### config.mk
export PLATFORM = sky130hd
export DESIGN_NAME = fclb_ctrl
export DESIGN_NICKNAME = d
export VERILOG_FILES = /design/src/rtl/fclb_pkg.sv /design/src/rtl/fclb_ctrl.sv
export SDC_FILE = /design/constraint.sdc
export NUM_CORES = 1
export LEC_CHECK = 0
export BUFFER_PORTS_ARGS = -buffer_cell sky130_fd_sc_hd__buf_2
export CAP_MARGIN = 10
export CORE_ASPECT_RATIO = 0.75
export CORE_MARGIN = 5
export CORE_UTILIZATION = 30
export CTS_BUF_LIST = sky130_fd_sc_hd__clkbuf_4 sky130_fd_sc_hd__clkbuf_8 sky130_fd_sc_hd__clkbuf_16
export DETAILED_ROUTE_END_ITERATION = 10
export SYNTH_ARGS = -nofsm -noshare
export SYNTH_HDL_FRONTEND = slang
export SYNTH_SLANG_ARGS = --single-unit
export TNS_END_PERCENT = 5
### constraint.sdc
create_clock -name clk -period 2.7 [get_ports clk]
set_input_delay 0.405 -clock clk [delete_from_list [all_inputs] [get_ports clk]]
set_output_delay 0.405 -clock clk [all_outputs]
set_load 0.02 [all_outputs]
### src/rtl/fclb_pkg.sv
// Shared types, constants and the CRC-8 step function for the ring log buffer.
// No dependencies.
package fclb_pkg;

    localparam int BODY_BYTES = 4096;
    localparam int RING_AW    = 12;
    localparam int HEAD_BYTES = 4;
    localparam int MAX_ENTRY  = 256;
    localparam int STG_AW     = 8;
    localparam int STG_LW     = 9;

    localparam logic [1:0] REQ_APPEND = 2'd0;
    localparam logic [1:0] REQ_READ   = 2'd1;
    localparam logic [1:0] REQ_CLEAR  = 2'd2;
    localparam logic [1:0] REQ_NONE   = 2'd3;

    localparam logic [1:0] STAT_OK     = 2'd0;
    localparam logic [1:0] STAT_REJECT = 2'd1;
    localparam logic [1:0] STAT_EMPTY  = 2'd2;
    localparam logic [1:0] STAT_OVF    = 2'd3;

    localparam logic [7:0] CFG_CRC_POLY     = 8'd0;
    localparam logic [7:0] CFG_ENTRY_MARKER = 8'd1;

    typedef enum logic [4:0] {
        OP_NOP,
        OP_LATCH,
        OP_STAGE_WR,
        OP_STAGE_OVF,
        OP_CLEAR,
        OP_REJECT,
        OP_SKIP_OPEN,
        OP_DROP_BEGIN,
        OP_RP_TO_WP,
        OP_HDR_START,
        OP_HDR_STEP,
        OP_ADV1,
        OP_ADV1_DMG,
        OP_ADV4,
        OP_DROP_HDR,
        OP_ADV_LEN1,
        OP_BODY_START,
        OP_BODY_STEP,
        OP_OPEN,
        OP_RD_ISSUE,
        OP_RD_TAKE,
        OP_NO_DATA,
        OP_CM_START,
        OP_CM_LEN,
        OP_CM_HCRC,
        OP_CM_BODY,
        OP_CM_BCRC,
        OP_EMIT
    } op_t;

    typedef enum logic [4:0] {
        S_IDLE,
        S_DISPATCH,
        S_RS_CHK,
        S_HDR_RUN,
        S_RS_HEVAL,
        S_RS_BCHK,
        S_BODY_RUN,
        S_RS_BEVAL,
        S_RD_ISSUE,
        S_RD_TAKE,
        S_CM_CHECK,
        S_CM_ROOM,
        S_DR_CHK,
        S_DR_HEVAL,
        S_DR_BCHK,
        S_DR_BEVAL,
        S_CM_START,
        S_CM_LEN,
        S_CM_HCRC,
        S_CM_BODY,
        S_CM_BCRC,
        S_RESP
    } state_t;

    typedef struct packed {
        op_t op;
    } dp_cmd_t;

    typedef struct packed {
        logic [1:0] req;
        logic       in_last;
        logic       stg_full;
        logic       oversize;
        logic       room_short;
        logic       rem_zero;
        logic       occ_zero;
        logic       occ_le_head;
        logic       hdr_good;
        logic       damaged;
        logic       hdr_last;
        logic       body_last;
        logic       body_short;
        logic       body_good;
        logic       len_zero;
        logic       cm_len_last;
        logic       cm_body_last;
    } dp_status_t;

    // One byte of CRC-8, MSB first.
    function automatic logic [7:0] crc8_byte(input logic [7:0] crc, input logic [7:0] b,
                                             input logic [7:0] poly);
        logic [7:0] c;
        c = crc ^ b;
        for (int i = 0; i < 8; i++)
        begin
            c = c[7] ? ((c << 1) ^ poly) : (c << 1);
        end
        return c;
    endfunction

endpackage

### src/rtl/fclb_ctrl.sv
// Sequencer for the ring log buffer: walks append, commit, drop and read scans.
// Depends on fclb_pkg; drives fclb_dpath through dp_cmd_t, reads dp_status_t.
module fclb_ctrl
    import fclb_pkg::*;
(
    input  logic       clk,
    input  logic       rst_n,
    input  logic       s_tvalid,
    output logic       s_tready,
    output logic       m_tvalid,
    input  logic       m_tready,
    input  dp_status_t st,
    output dp_cmd_t    cmd
);

    state_t state_reg, state_next;
    logic   mode_reg, mode_next;      // 1: header/body run belongs to a drop
    logic   oval_reg, oval_next;
    logic   emit;

    always_ff @(posedge clk or negedge rst_n)
    begin
        if (!rst_n)
        begin
            state_reg <= S_IDLE;
            mode_reg  <= 1'b0;
            oval_reg  <= 1'b0;
        end
        else
        begin
            state_reg <= state_next;
            mode_reg  <= mode_next;
            oval_reg  <= oval_next;
        end
    end

    assign emit      = (state_reg == S_RESP) && (!oval_reg || m_tready);
    assign oval_next = emit ? 1'b1 : (m_tready ? 1'b0 : oval_reg);
    assign m_tvalid  = oval_reg;
    assign s_tready  = (state_reg == S_IDLE);

    // Next state
    always_comb
    begin
        state_next = state_reg;
        mode_next  = mode_reg;
        unique case (state_reg)
            S_IDLE:
            begin
                if (s_tvalid)
                begin
                    state_next = S_DISPATCH;
                end
            end
            S_DISPATCH:
            begin
                unique case (st.req)
                    REQ_APPEND: state_next = (!st.stg_full && st.in_last) ? S_CM_CHECK : S_RESP;
                    REQ_READ:   state_next = S_RS_CHK;
                    REQ_CLEAR:  state_next = S_RESP;
                    REQ_NONE:   state_next = S_RESP;
                endcase
            end
            S_RS_CHK:
            begin
                priority if (!st.rem_zero)
                    state_next = S_RD_ISSUE;
                else if (st.occ_zero)
                    state_next = S_RESP;
                else if (st.occ_le_head)
                    state_next = S_RS_CHK;
                else
                begin
                    state_next = S_HDR_RUN;
                    mode_next  = 1'b0;
                end
            end
            S_HDR_RUN:
            begin
                if (st.hdr_last)
                begin
                    state_next = mode_reg ? S_DR_HEVAL : S_RS_HEVAL;
                end
            end
            S_RS_HEVAL: state_next = st.hdr_good ? S_RS_BCHK : S_RS_CHK;
            S_RS_BCHK:  state_next = st.body_short ? S_RS_CHK : S_BODY_RUN;
            S_BODY_RUN:
            begin
                if (st.body_last)
                begin
                    state_next = mode_reg ? S_DR_BEVAL : S_RS_BEVAL;
                end
            end
            S_RS_BEVAL:
            begin
                state_next = (st.body_good && !st.len_zero) ? S_RD_ISSUE : S_RS_CHK;
            end
            S_RD_ISSUE: state_next = S_RD_TAKE;
            S_RD_TAKE:  state_next = S_RESP;
            S_CM_CHECK: state_next = st.oversize ? S_RESP : S_CM_ROOM;
            S_CM_ROOM:
            begin
                priority if (!st.room_short)
                    state_next = S_CM_START;
                else if (!st.rem_zero)
                    state_next = S_CM_ROOM;
                else
                    state_next = S_DR_CHK;
            end
            S_DR_CHK:
            begin
                priority if (st.occ_zero || st.occ_le_head)
                    state_next = S_CM_ROOM;
                else
                begin
                    state_next = S_HDR_RUN;
                    mode_next  = 1'b1;
                end
            end
            S_DR_HEVAL:
            begin
                priority if (!st.hdr_good)
                    state_next = S_DR_CHK;
                else if (st.damaged)
                    state_next = S_CM_ROOM;
                else
                    state_next = S_DR_BCHK;
            end
            S_DR_BCHK:  state_next = st.body_short ? S_CM_ROOM : S_BODY_RUN;
            S_DR_BEVAL: state_next = S_CM_ROOM;
            S_CM_START: state_next = S_CM_LEN;
            S_CM_LEN:   state_next = st.cm_len_last ? S_CM_HCRC : S_CM_LEN;
            S_CM_HCRC:  state_next = S_CM_BODY;
            S_CM_BODY:  state_next = st.cm_body_last ? S_CM_BCRC : S_CM_BODY;
            S_CM_BCRC:  state_next = S_RESP;
            S_RESP:
            begin
                if (emit)
                begin
                    state_next = S_IDLE;
                end
            end
        endcase
    end

    // Datapath commands
    always_comb
    begin
        cmd.op = OP_NOP;
        unique case (state_reg)
            S_IDLE:
            begin
                if (s_tvalid)
                begin
                    cmd.op = OP_LATCH;
                end
            end
            S_DISPATCH:
            begin
                unique case (st.req)
                    REQ_APPEND: cmd.op = st.stg_full ? OP_STAGE_OVF : OP_STAGE_WR;
                    REQ_READ:   cmd.op = OP_NOP;
                    REQ_CLEAR:  cmd.op = OP_CLEAR;
                    REQ_NONE:   cmd.op = OP_NOP;
                endcase
            end
            S_RS_CHK:
            begin
                priority if (!st.rem_zero)
                    cmd.op = OP_NOP;
                else if (st.occ_zero)
                    cmd.op = OP_NO_DATA;
                else if (st.occ_le_head)
                    cmd.op = OP_RP_TO_WP;
                else
                    cmd.op = OP_HDR_START;
            end
            S_HDR_RUN:  cmd.op = OP_HDR_STEP;
            S_RS_HEVAL: cmd.op = st.hdr_good ? OP_ADV4 : OP_ADV1;
            S_RS_BCHK:  cmd.op = st.body_short ? OP_NOP : OP_BODY_START;
            S_BODY_RUN: cmd.op = OP_BODY_STEP;
            S_RS_BEVAL:
            begin
                priority if (!st.body_good)
                    cmd.op = OP_NOP;
                else if (st.len_zero)
                    cmd.op = OP_ADV1;
                else
                    cmd.op = OP_OPEN;
            end
            S_RD_ISSUE: cmd.op = OP_RD_ISSUE;
            S_RD_TAKE:  cmd.op = OP_RD_TAKE;
            S_CM_CHECK: cmd.op = st.oversize ? OP_REJECT : OP_NOP;
            S_CM_ROOM:
            begin
                priority if (!st.room_short)
                    cmd.op = OP_NOP;
                else if (!st.rem_zero)
                    cmd.op = OP_SKIP_OPEN;
                else
                    cmd.op = OP_DROP_BEGIN;
            end
            S_DR_CHK:
            begin
                priority if (st.occ_zero)
                    cmd.op = OP_NOP;
                else if (st.occ_le_head)
                    cmd.op = OP_RP_TO_WP;
                else
                    cmd.op = OP_HDR_START;
            end
            S_DR_HEVAL:
            begin
                priority if (!st.hdr_good)
                    cmd.op = OP_ADV1_DMG;
                else if (st.damaged)
                    cmd.op = OP_NOP;
                else
                    cmd.op = OP_DROP_HDR;
            end
            S_DR_BCHK:  cmd.op = st.body_short ? OP_NOP : OP_BODY_START;
            S_DR_BEVAL: cmd.op = st.body_good ? OP_ADV_LEN1 : OP_NOP;
            S_CM_START: cmd.op = OP_CM_START;
            S_CM_LEN:   cmd.op = OP_CM_LEN;
            S_CM_HCRC:  cmd.op = OP_CM_HCRC;
            S_CM_BODY:  cmd.op = OP_CM_BODY;
            S_CM_BCRC:  cmd.op = OP_CM_BCRC;
            S_RESP:     cmd.op = emit ? OP_EMIT : OP_NOP;
        endcase
    end

endmodule

==> impl_results.md, run 1 <==
- Cells after Synth: 184
- Ranking of synthesized cells by area: dfrtp_1 (14%), nand2b_1 (5.9%), a21oi_1 (5.1%), nor2_1 (5.0%), nor2b_1 (4.9%)
- Max FO, Critical Path: 11
- Leading cell types in the layout, fill and taps excluded: buf_2 (28), nor2_1 (17), nand2_1 (16), buf_4 (16), a21oi_1 (13)
- EDFF count, synth: 0
- Clock Tree Buf Depth: 2
- Routed wire per std cell: 17.8 um
- Final Non-Filler Cells: 274
- Cell Area, Synth: 1280 um^2
- CTS H-tree depth: 1
- CP arrival: 2.23 ns
- DRC: 0
- Min Tclk post-route: 2.64 ns
- Routed vias: 1596
- Post-synth top flop: dfrtp_1
- Routed vias/inst: 5.82
- Post-synthesis sequential area ratio: 13.7%
- Worst skew pair latency: 0.22 ns
- Register clock-pin slew on the reported worst setup and hold paths: 0.04 ns
- Slowest stage cell, crit path: dfrtp_1
- Grt total ovfl: 0
- Root Driver: clkbuf_8
- HPWL after DPL: 4010 um
- Width of the chip: 85.4 um
- Max Fclk: 379 MHz
- Core ar.: 4080 um^2
- Setup_tns: 0 ns
- Tot GR Track Use: 17.3%
- Final period utilization: 97.6%
- Async SR Flop Fraction: 100%
- RSZ-0062 raised after global routing: no
- GP Congestion: 0.935
- Max Cap Viol: 0
- Worst slew pin tran: 0.526 ns
- Pre-Repair DR Iteration Count: 4
- Number of global-route vias before repair: 1558
- Worst setup EP type: primary output
- PortBufs: 28
- Cell area after layout: 1570 um^2
- Crit path required time: 2.30 ns
- Most common cell after layout, fill and taps aside: buf_2
- Average size of a mapped cell: 6.94 um^2
- Worst hold slack: 0.0100 ns
- Initial DRC count: 199
- Antenna violations before repair: 0
- Die ar.: 5680 um^2
- Pleak: 0.620 nW
- Fin. max-slew vios: 0
- Largest net degree at the start of global routing: 17
- I/O pin cnt: 29
- Synthesis-stage register bit count: 7
- PwrDens: 1220 nW/um^2
- CP cell instances: and2_1, and3_4, nor3_2, o21ai_1, or4_1, buf_2
- Number of buffers created by CTS: 3
- Ant diodes: 0
- Total Wirelength: 4890 um
- DIE HEIGHT: 66.5 um
- Inst Count DP: 270
- Initial core utilization: 31.3%
- CP peak stage delay: 0.50 ns
- Final hold violation count: 0
- Share of the synthesized area in the top cell type: 13.7%
- Share of cells above drive strength 1: 28.8%
- Worst Setup Start Kind: register
- Ys Warns: 0
- Critical path class: reg2out
- Crit path buf inv count: 1
- Final Skew: 0.00212 ns
- CTS tree: yes
- Global-route wire length before repair: 7730 um
- Status: finished clean
- Slew margin rel.: 64.8%
- Hold WC Path Type: in2async
- Final setup fails: 0
- Reg-to-reg slack, setup: 0.68 ns
- # Post-CTS Setup Buffers: 0
- Syn nets: 206
- DP Area: 1510 um^2
- Row Count: 20
- Synth area leader: dfrtp_1
- Syn-to-layout area delta: 22.9%
- Detail Route Antenna Nets: 0
- CP top delay family: simple AND/OR/NAND/NOR gates
- Post-synth cell types: 52
- CTS Sinks: 7
- Worst vdd ir: 512 uV
- Max reg flops: 5
- Nets: 242
-- kinds of logic (layout without fill, tap and decap cells) --
| logic type | Yosys count | count (layout) | synth area share (%) |
|---|---|---|---|
| AOI/OAI and AO/OA | 58 | 58 | 31.5 |
| xor gates and xnor gates | 1 | 1 | 0.686 |
| buffers and inverters | 20 | 55 | 9.60 |
| DFF | 7 | 7 | 13.7 |
| muxes | 2 | 2 | 1.57 |
| and+or+nand+nor | 96 | 96 | 42.9 |
-- synthesized netlist by cell type (3+ instances only) --
| library cell | number |
|---|---|
| nor2_1 | 17 |
| nand2_1 | 16 |
| a21oi_1 | 13 |
| nand2b_1 | 12 |
| nor2b_1 | 10 |
| nor3_1 | 9 |
| nand3_1 | 8 |
| o21ai_0 | 8 |
| dfrtp_1 | 7 |
| inv_1 | 7 |
| buf_2 | 5 |
| buf_4 | 4 |
| nor3_2 | 4 |
| a211oi_1 | 3 |
| a31oi_1 | 3 |
| nor4_1 | 3 |
| nor4b_1 | 3 |
| o21a_1 | 3 |
| o22ai_1 | 3 |
| o32ai_1 | 3 |
-- worst paths after layout --
path | startpoint | to | depth (start not counted)
worst max register to register | state_reg[0] | state_reg[2] | 6
worst min register to register | m_tvalid | m_tvalid | 2
worst min-delay path | rst_n | m_tvalid | 1
worst max-delay path | state_reg[0] | cmd[1] | 6
min in group clk | s_tvalid | state_reg[0] | 3
max in group asynchronous | rst_n | state_reg[4] | 1
-- layout make-up --
type | instances | area, um^2
clock buffers | 4 | 48.8
fillers | 445 | 2510
inverters | 7 | 26.3
multi-input cells | 157 | 986
flip-flops and latches | 7 | 180
well taps | 55 | 68.8
repair buffers | 44 | 260
-- stage by stage --
step	utilization [%]	power, mW	worst slack (ns)
after floorplan	-	1.28	0.572
after global placement	37.0	1.75	0.147
after detailed placement	37.0	1.70	0.267
after CTS	38.2	1.87	0.0197
after global routing	38.5	2.06	0.00774
final	38.5	1.91	0.0643
-- where the power goes --
group / switching [mW] / internal, mW / total [mW]
clock: 0.0453 / 0.112 / 0.157
combinational: 0.850 / 0.592 / 1.44
sequential: 0.153 / 0.158 / 0.311
-- per-layer routing --
metal | part of all wire, % | global-route usage (%) | vias to the layer above
li1 | - | - | 766
met1 | 45 | 25.9 | 711
met2 | 41 | 25.7 | 113
met5 | 0 | 0 | -
met3 | 13 | 3.83 | 6
met4 | 0.86 | 1.98 | 0
-- timing repair --
action                                  CTS  global route
gates resized for setup                   0             5
endpoints found under the setup margin    0             3
hold buffers                              0             0
endpoints found under the hold margin     0             0
Note: power is estimated with default switching activity, not from simulation.
==> inputs of run 2 (changes only) <==
--- a/config.mk
+++ b/config.mk
@@ -5,6 +5,7 @@
 export SDC_FILE = /design/constraint.sdc
 export NUM_CORES = 1
 export LEC_CHECK = 0
+export ABC_AREA = 1
 export BUFFER_PORTS_ARGS = -buffer_cell sky130_fd_sc_hd__buf_2
 export CAP_MARGIN = 10
 export CORE_ASPECT_RATIO = 0.75
==> impl_results.md, run 2 <==
- Total Wirelength: 4070 um (-17%)
- Max reg flops: 5 (unchanged)
- I/O pin cnt: 29 (unchanged)
- Post-synth top cells: nand2_1 (63), nor2_1 (49), inv_1 (38)
- Syn-to-layout area delta: 21.0%
- Max Cap Viol: 0 (unchanged)
- Final setup fails: 0 (unchanged)
- Tot GR Track Use: 16.1% (-1.2 points)
- Routed vias/inst: 4.99 (-14%)
- Setup_tns: 0 ns (unchanged)
- Register clock-pin slew on the reported worst setup and hold paths: 0.04 ns (about the same)
- Status: finished clean
- Worst slew pin tran: 0.402 ns (-0.124 ns)
- Routed wire per std cell: 13.0 um (-27%)
- CTS Sinks: 7 (unchanged)
- Most common cell after layout, fill and taps aside: nand2_1
- HPWL after DPL: 3440 um (-14%)
- Placement Setup Slack: 0.677 ns (+0.410 ns)
- Detail Route Antenna Nets: 0 (unchanged)
- Initial core utilization: 31.6% (+0.33 points)
- Post-synth top flop: dfrtp_1
- Final period utilization: 85.4% (-12 points)
- R2R depth: 9 (+3)
- Worst setup path startpoint: state_reg[4]
- DIE HEIGHT: 64.2 um (-3.5%)
- Critical path class: reg2out
- Hold WC Path Type: in2async
- CP arrival: 1.90 ns (-0.33 ns)
- Share of cells above drive strength 1: 17.6% (-11 points)
- Cell Area, Synth: 1170 um^2 (-8.1%)
- Leading cell types in the layout, fill and taps excluded: nand2_1 (63), nor2_1 (49), inv_1 (38)
- Worst Setup Start Kind: register
- Reg-to-reg slack, setup: 0.96 ns (+0.28 ns)
- Ys Warns: 0 (unchanged)
- Number of buffers created by CTS: 3 (unchanged)
- DRC: 0 (unchanged)
- Max FO, Critical Path: 10 (-1)
- Grt total ovfl: 0 (unchanged)
- Async SR Flop Fraction: 100% (unchanged)
- # Post-CTS Setup Buffers: 0 (unchanged)
- Worst setup margin: 0.393 ns (+0.329 ns)
- Worst setup EP type: primary output
- Max Fclk: 433 MHz (+14%)
- Syn nets: 253 (+23%)
- Routed vias: 1567 (-1.8%)
- Average size of a mapped cell: 5.08 um^2 (-27%)
- Cts repair resizes: 0 (unchanged)
- Nets: 285 (+18%)
- Post-synth cell types: 22 (-58%)
- Global-route wire length before repair: 6550 um (-15%)
- Final Skew: 0.00212 ns (-0.00000258 ns)
- Cell area after layout: 1420 um^2 (-9.6%)
- DP Area: 1370 um^2 (-9.2%)
- Row Count: 19 (-5.0%)
- Synthesis-stage register bit count: 7 (unchanged)
- CTS H-tree depth: 1 (unchanged)
- Slowest stage cell, crit path: dfrtp_1
- PwrDens: 1040 nW/um^2 (-14%)
- Largest net degree at the start of global routing: 13 (-4)
- PortBufs: 28 (unchanged)
- Slew margin rel.: 73.2% (+8.4 points)
- Clock Tree Buf Depth: 2 (unchanged)
- Worst vdd ir: 398 uV (-22%)
- Pleak: 0.878 nW (+42%)
- Synth area leader: nand2_1
- Cells after Synth: 231 (+26%)
- Ranking of synthesized cells by area: nand2_1 (20%), nor2_1 (16%), dfrtp_1 (15%), inv_1 (12%), nand3_1 (9.8%)
- Hold Buf Count CTS: 0 (unchanged)
- Initial DRC count: 231 (+16%)
- Antenna violations before repair: 0 (unchanged)
- Worst path most repeated cell: nand2_1
- Util after Layout: 38.3% (-0.20 points)
- Worst skew pair latency: 0.22 ns (about the same)
- Ant diodes: 0 (unchanged)
- CTS tree: yes
- Pre-Repair DR Iteration Count: 5 (+1)
- CP peak stage delay: 0.51 ns (about the same)
- Die ar.: 5280 um^2 (-7.1%)
- GP Congestion: 0.995 (+6.3%)
- Width of the chip: 82.2 um (-3.7%)
- Min Tclk post-route: 2.31 ns (-0.329 ns)
- Crit path required time: 2.30 ns (about the same)
- RR Endpoint: state_reg[0]
- RSZ-0062 raised after global routing: no
- Root Driver: clkbuf_8
- Final hold violation count: 0 (unchanged)
- Reg-to-Reg Start: state_reg[4]
- EDFF count, synth: 0 (unchanged)
- Pwr Total: 1.48 mW (-23%)
- CP cell instances: nor2_2, nand2_1, nor2_1, nand2_1, nor3b_1, nand3_1, buf_2
- Core ar.: 3710 um^2 (-9.1%)
- Share of the synthesized area in the top cell type: 20.1% (+6.4 points)
- Number of global-route vias before repair: 1406 (-9.8%)
- Post-synthesis sequential area ratio: 14.9% (+1.2 points)
- Most frequent cell after synthesis: nand2_1
- Fin. max-slew vios: 0 (unchanged)
run 2: metrics by stage:
step | cells | hold slack [ns]
after global routing | 314 | 0.0155
after detailed placement | 310 | 0.248
after floorplan | 231 | 0.109
after CTS | 314 | 0.00913
final | 314 | 0.0100
after global placement | 310 | 0.250
run 2: kinds of logic after synthesis:
family	Yosys count	share of synthesized area, %
simple gates	168	64.3
buf+inv	42	14.1
compound gates	14	6.72
flops	7	14.9
run 2: area by class of cell:
cell class | instances | area [um^2]
multi-input combinational | 182 | 833
timing repair buffer | 29 | 148
tap | 52 | 65.1
fill | 445 | 2290
sequential | 7 | 175
inverter | 40 | 150
clock buffer | 4 | 48.8
run 2: power breakdown:
part	internal, mW	switching [mW]
clock	0.112	0.0404
sequential	0.154	0.0645
combinational	0.353	0.754
total	0.619	0.859
run 2: worst max path at each step:
stage              to  slack [ns]  depth (start not counted)
5_1_grt        cmd[4]        0.22                          9
4_1_cts        cmd[0]        0.43                          8
3_5_place_dp   cmd[0]        0.68                          8
3_3_place_gp   cmd[4]        0.61                          9
6_report       cmd[4]        0.39                          7
2_1_floorplan  cmd[4]        0.97                          8
run 2: worst max-delay path: cells and delay by family, from the launching register on:
kind          cells  cell delay, ns
flops             1            0.51
simple gates      6            1.01
buf+inv           1            0.16
run 2: routing by layer:
metal | up-vias | routed length, um | track usage, % | share of wire, %
met3 | 2 | 552 | 5.90 | 14
li1 | 795 | - | - | -
met5 | - | 0 | 0 | 0
met4 | 0 | 23 | 3.11 | 0.57
met2 | 106 | 1650 | 22.3 | 41
met1 | 664 | 1840 | 23.5 | 45
==> inputs of run 3 (changes only) <==
--- a/config.mk
+++ b/config.mk
@@ -11,7 +11,6 @@
 export CORE_ASPECT_RATIO = 0.75
 export CORE_MARGIN = 5
 export CORE_UTILIZATION = 30
-export CTS_BUF_LIST = sky130_fd_sc_hd__clkbuf_4 sky130_fd_sc_hd__clkbuf_8 sky130_fd_sc_hd__clkbuf_16
 export DETAILED_ROUTE_END_ITERATION = 10
 export SYNTH_ARGS = -nofsm -noshare
 export SYNTH_HDL_FRONTEND = slang
==> impl_results.md, run 3 (synthesized netlist as in run 2, its figures left out) <==
- Final Skew: 0.00236 ns (+0.000238 ns)
- Number of buffers created by CTS: 3 (unchanged)
- Final setup fails: 0 (unchanged)
- CP arrival: 1.90 ns (about the same)
- Syn-to-layout area delta: 20.7%
- Max reg flops: 5 (unchanged)
- Slew margin rel.: 73.4% (+0.21 points)
- DRC: 0 (unchanged)
- I/O pin cnt: 29 (unchanged)
- Clock Tree Buf Depth: 2 (unchanged)
- Die ar.: 5280 um^2 (unchanged)
- Row Count: 19 (unchanged)
- Filler Cells Inserted: 446 (+0.22%)
- Routed vias: 1573 (+0.38%)
- GRT busiest layer: met1
- Routed wire per std cell: 13.0 um (+0.49%)
- Register clock-pin slew on the reported worst setup and hold paths: 0.04 ns (about the same)
- Routing usage on met2: 22.4% (+0.10 points)
- Met3 usage: 5.90% (unchanged)
- Max FO, Critical Path: 10 (unchanged)
- Core ar.: 3710 um^2 (unchanged)
- Tot GR Track Use: 16.0% (-0.029 points)
- # Post-CTS Setup Buffers: 0 (unchanged)
- Status: finished clean
- Global-route wire length before repair: 6530 um (-0.32%)
- GP Congestion: 0.995 (unchanged)
- Met1 Usage GRT: 23.3% (-0.17 points)
- Pleak: 0.874 nW (-0.39%)
- Min Tclk post-route: 2.30 ns (-0.00338 ns)
- Placement Setup Slack: 0.677 ns (unchanged)
- Critical path class: reg2out
- Final hold violation count: 0 (unchanged)
- Leading cell types in the layout, fill and taps excluded: nand2_1 (63), nor2_1 (49), inv_1 (38)
- Pre-Repair DR Iteration Count: 8 (+3)
- Ant diodes: 0 (unchanged)
- Worst skew pair latency: 0.22 ns (about the same)
- Largest net degree at the start of global routing: 13 (unchanged)
- CTS tree: yes
- Number of global-route vias before repair: 1406 (unchanged)
- Worst vdd ir: 425 uV (+6.8%)
- Antenna violations before repair: 0 (unchanged)
- Total Wirelength: 4090 um (+0.49%)
- Worst setup margin: 0.396 ns (+0.00338 ns)
- Setup_tns: 0 ns (unchanged)
- CTS Sinks: 7 (unchanged)
- CTS H-tree depth: 1 (unchanged)
- Hold Buf Count CTS: 0 (unchanged)
- DIE HEIGHT: 64.2 um (unchanged)
- Fin. max-slew vios: 0 (unchanged)
- Most common cell after layout, fill and taps aside: nand2_1
- Max Fclk: 434 MHz (+0.15%)
- Width of the chip: 82.2 um (unchanged)
- Detail Route Antenna Nets: 0 (unchanged)
- Crit path required time: 2.30 ns (about the same)
- Worst slew pin tran: 0.397 ns (-0.00457 ns)
- Worst hold slack: 0.0110 ns (+0.000979 ns)
- Initial core utilization: 31.6% (unchanged)
- Routed vias/inst: 5.01 (+0.38%)
- Max Cap Viol: 0 (unchanged)
- Share of cells above drive strength 1: 17.2% (-0.38 points)
- Final period utilization: 85.3% (-0.13 points)
- Root Driver: clkbuf_8
- HPWL after DPL: 3440 um (unchanged)
- RSZ-0062 raised after global routing: no
- Grt total ovfl: 0 (unchanged)
- Worst setup EP type: primary output
- Cts repair resizes: 0 (unchanged)
- Util after Layout: 38.2% (-0.10 points)
- Nets: 285 (unchanged)
- PwrDens: 1040 nW/um^2 (-0.24%)
- Initial DRC count: 260 (+13%)
- PortBufs: 28 (unchanged)
- Hold WC Path Type: in2async
- Worst Setup Start Kind: register
## run 3: routing by layer
| metal | vias to the layer above | part of all wire, % |
|---|---|---|
| li1 | 793 | - |
| met3 | 2 | 14 |
| met5 | - | 0 |
| met4 | 0 | 0.56 |
| met2 | 104 | 41 |
| met1 | 674 | 45 |
## run 3: cell type report
| class | count | area (um^2) | share of cell area (%) |
|---|---|---|---|
| Tap cell | 52 | 65.1 | 4.59 |
| Inverter | 40 | 150 | 10.6 |
| Multi-Input combinational cell | 182 | 833 | 58.8 |
| Clock buffer | 4 | 45.0 | 3.18 |
| Timing Repair Buffer | 29 | 148 | 10.4 |
| Sequential cell | 7 | 175 | 12.4 |
## run 3: power breakdown
group          total (mW)  internal [mW]  switching (mW)  leakage [nW]
clock               0.142          0.102          0.0399        0.0228
combinational        1.11          0.353           0.757         0.762
sequential          0.218          0.154          0.0640        0.0896
total                1.47          0.609           0.861         0.874
## run 3: worst paths after layout
| path | from | end | slack [ns] | depth (start not counted) |
|---|---|---|---|---|
| min | rst_n | state_reg[2] | 0.01 | 1 |
| min reg2reg | mode_reg | mode_reg | 0.58 | 2 |
| min in group clk | st[9] | mode_reg | 0.44 | 3 |
| max reg2reg | state_reg[4] | state_reg[0] | 0.95 | 9 |
| max | state_reg[4] | cmd[4] | 0.40 | 7 |
| max in group asynchronous | rst_n | state_reg[4] | 2.53 | 1 |
## run 3: per-stage QoR
| step | total power, mW | instances | cell area, um^2 |
|---|---|---|---|
| floorplan | 0.997 | 231 | 1170 |
| global placement | 1.33 | 310 | 1370 |
| detailed placement | 1.31 | 310 | 1370 |
| CTS | 1.46 | 314 | 1420 |
| global route | 1.63 | 314 | 1420 |
| finish | 1.47 | 314 | 1420 |
## run 3: worst max-delay path: stages (launching register included)
cell and delay, ns:
dfrtp_1 0.51, nor2_2 0.29, nand2_1 0.16, nor2_1 0.17, nand2_1 0.15, nor3b_1 0.17
nand3_1 0.07, buf_2 0.16
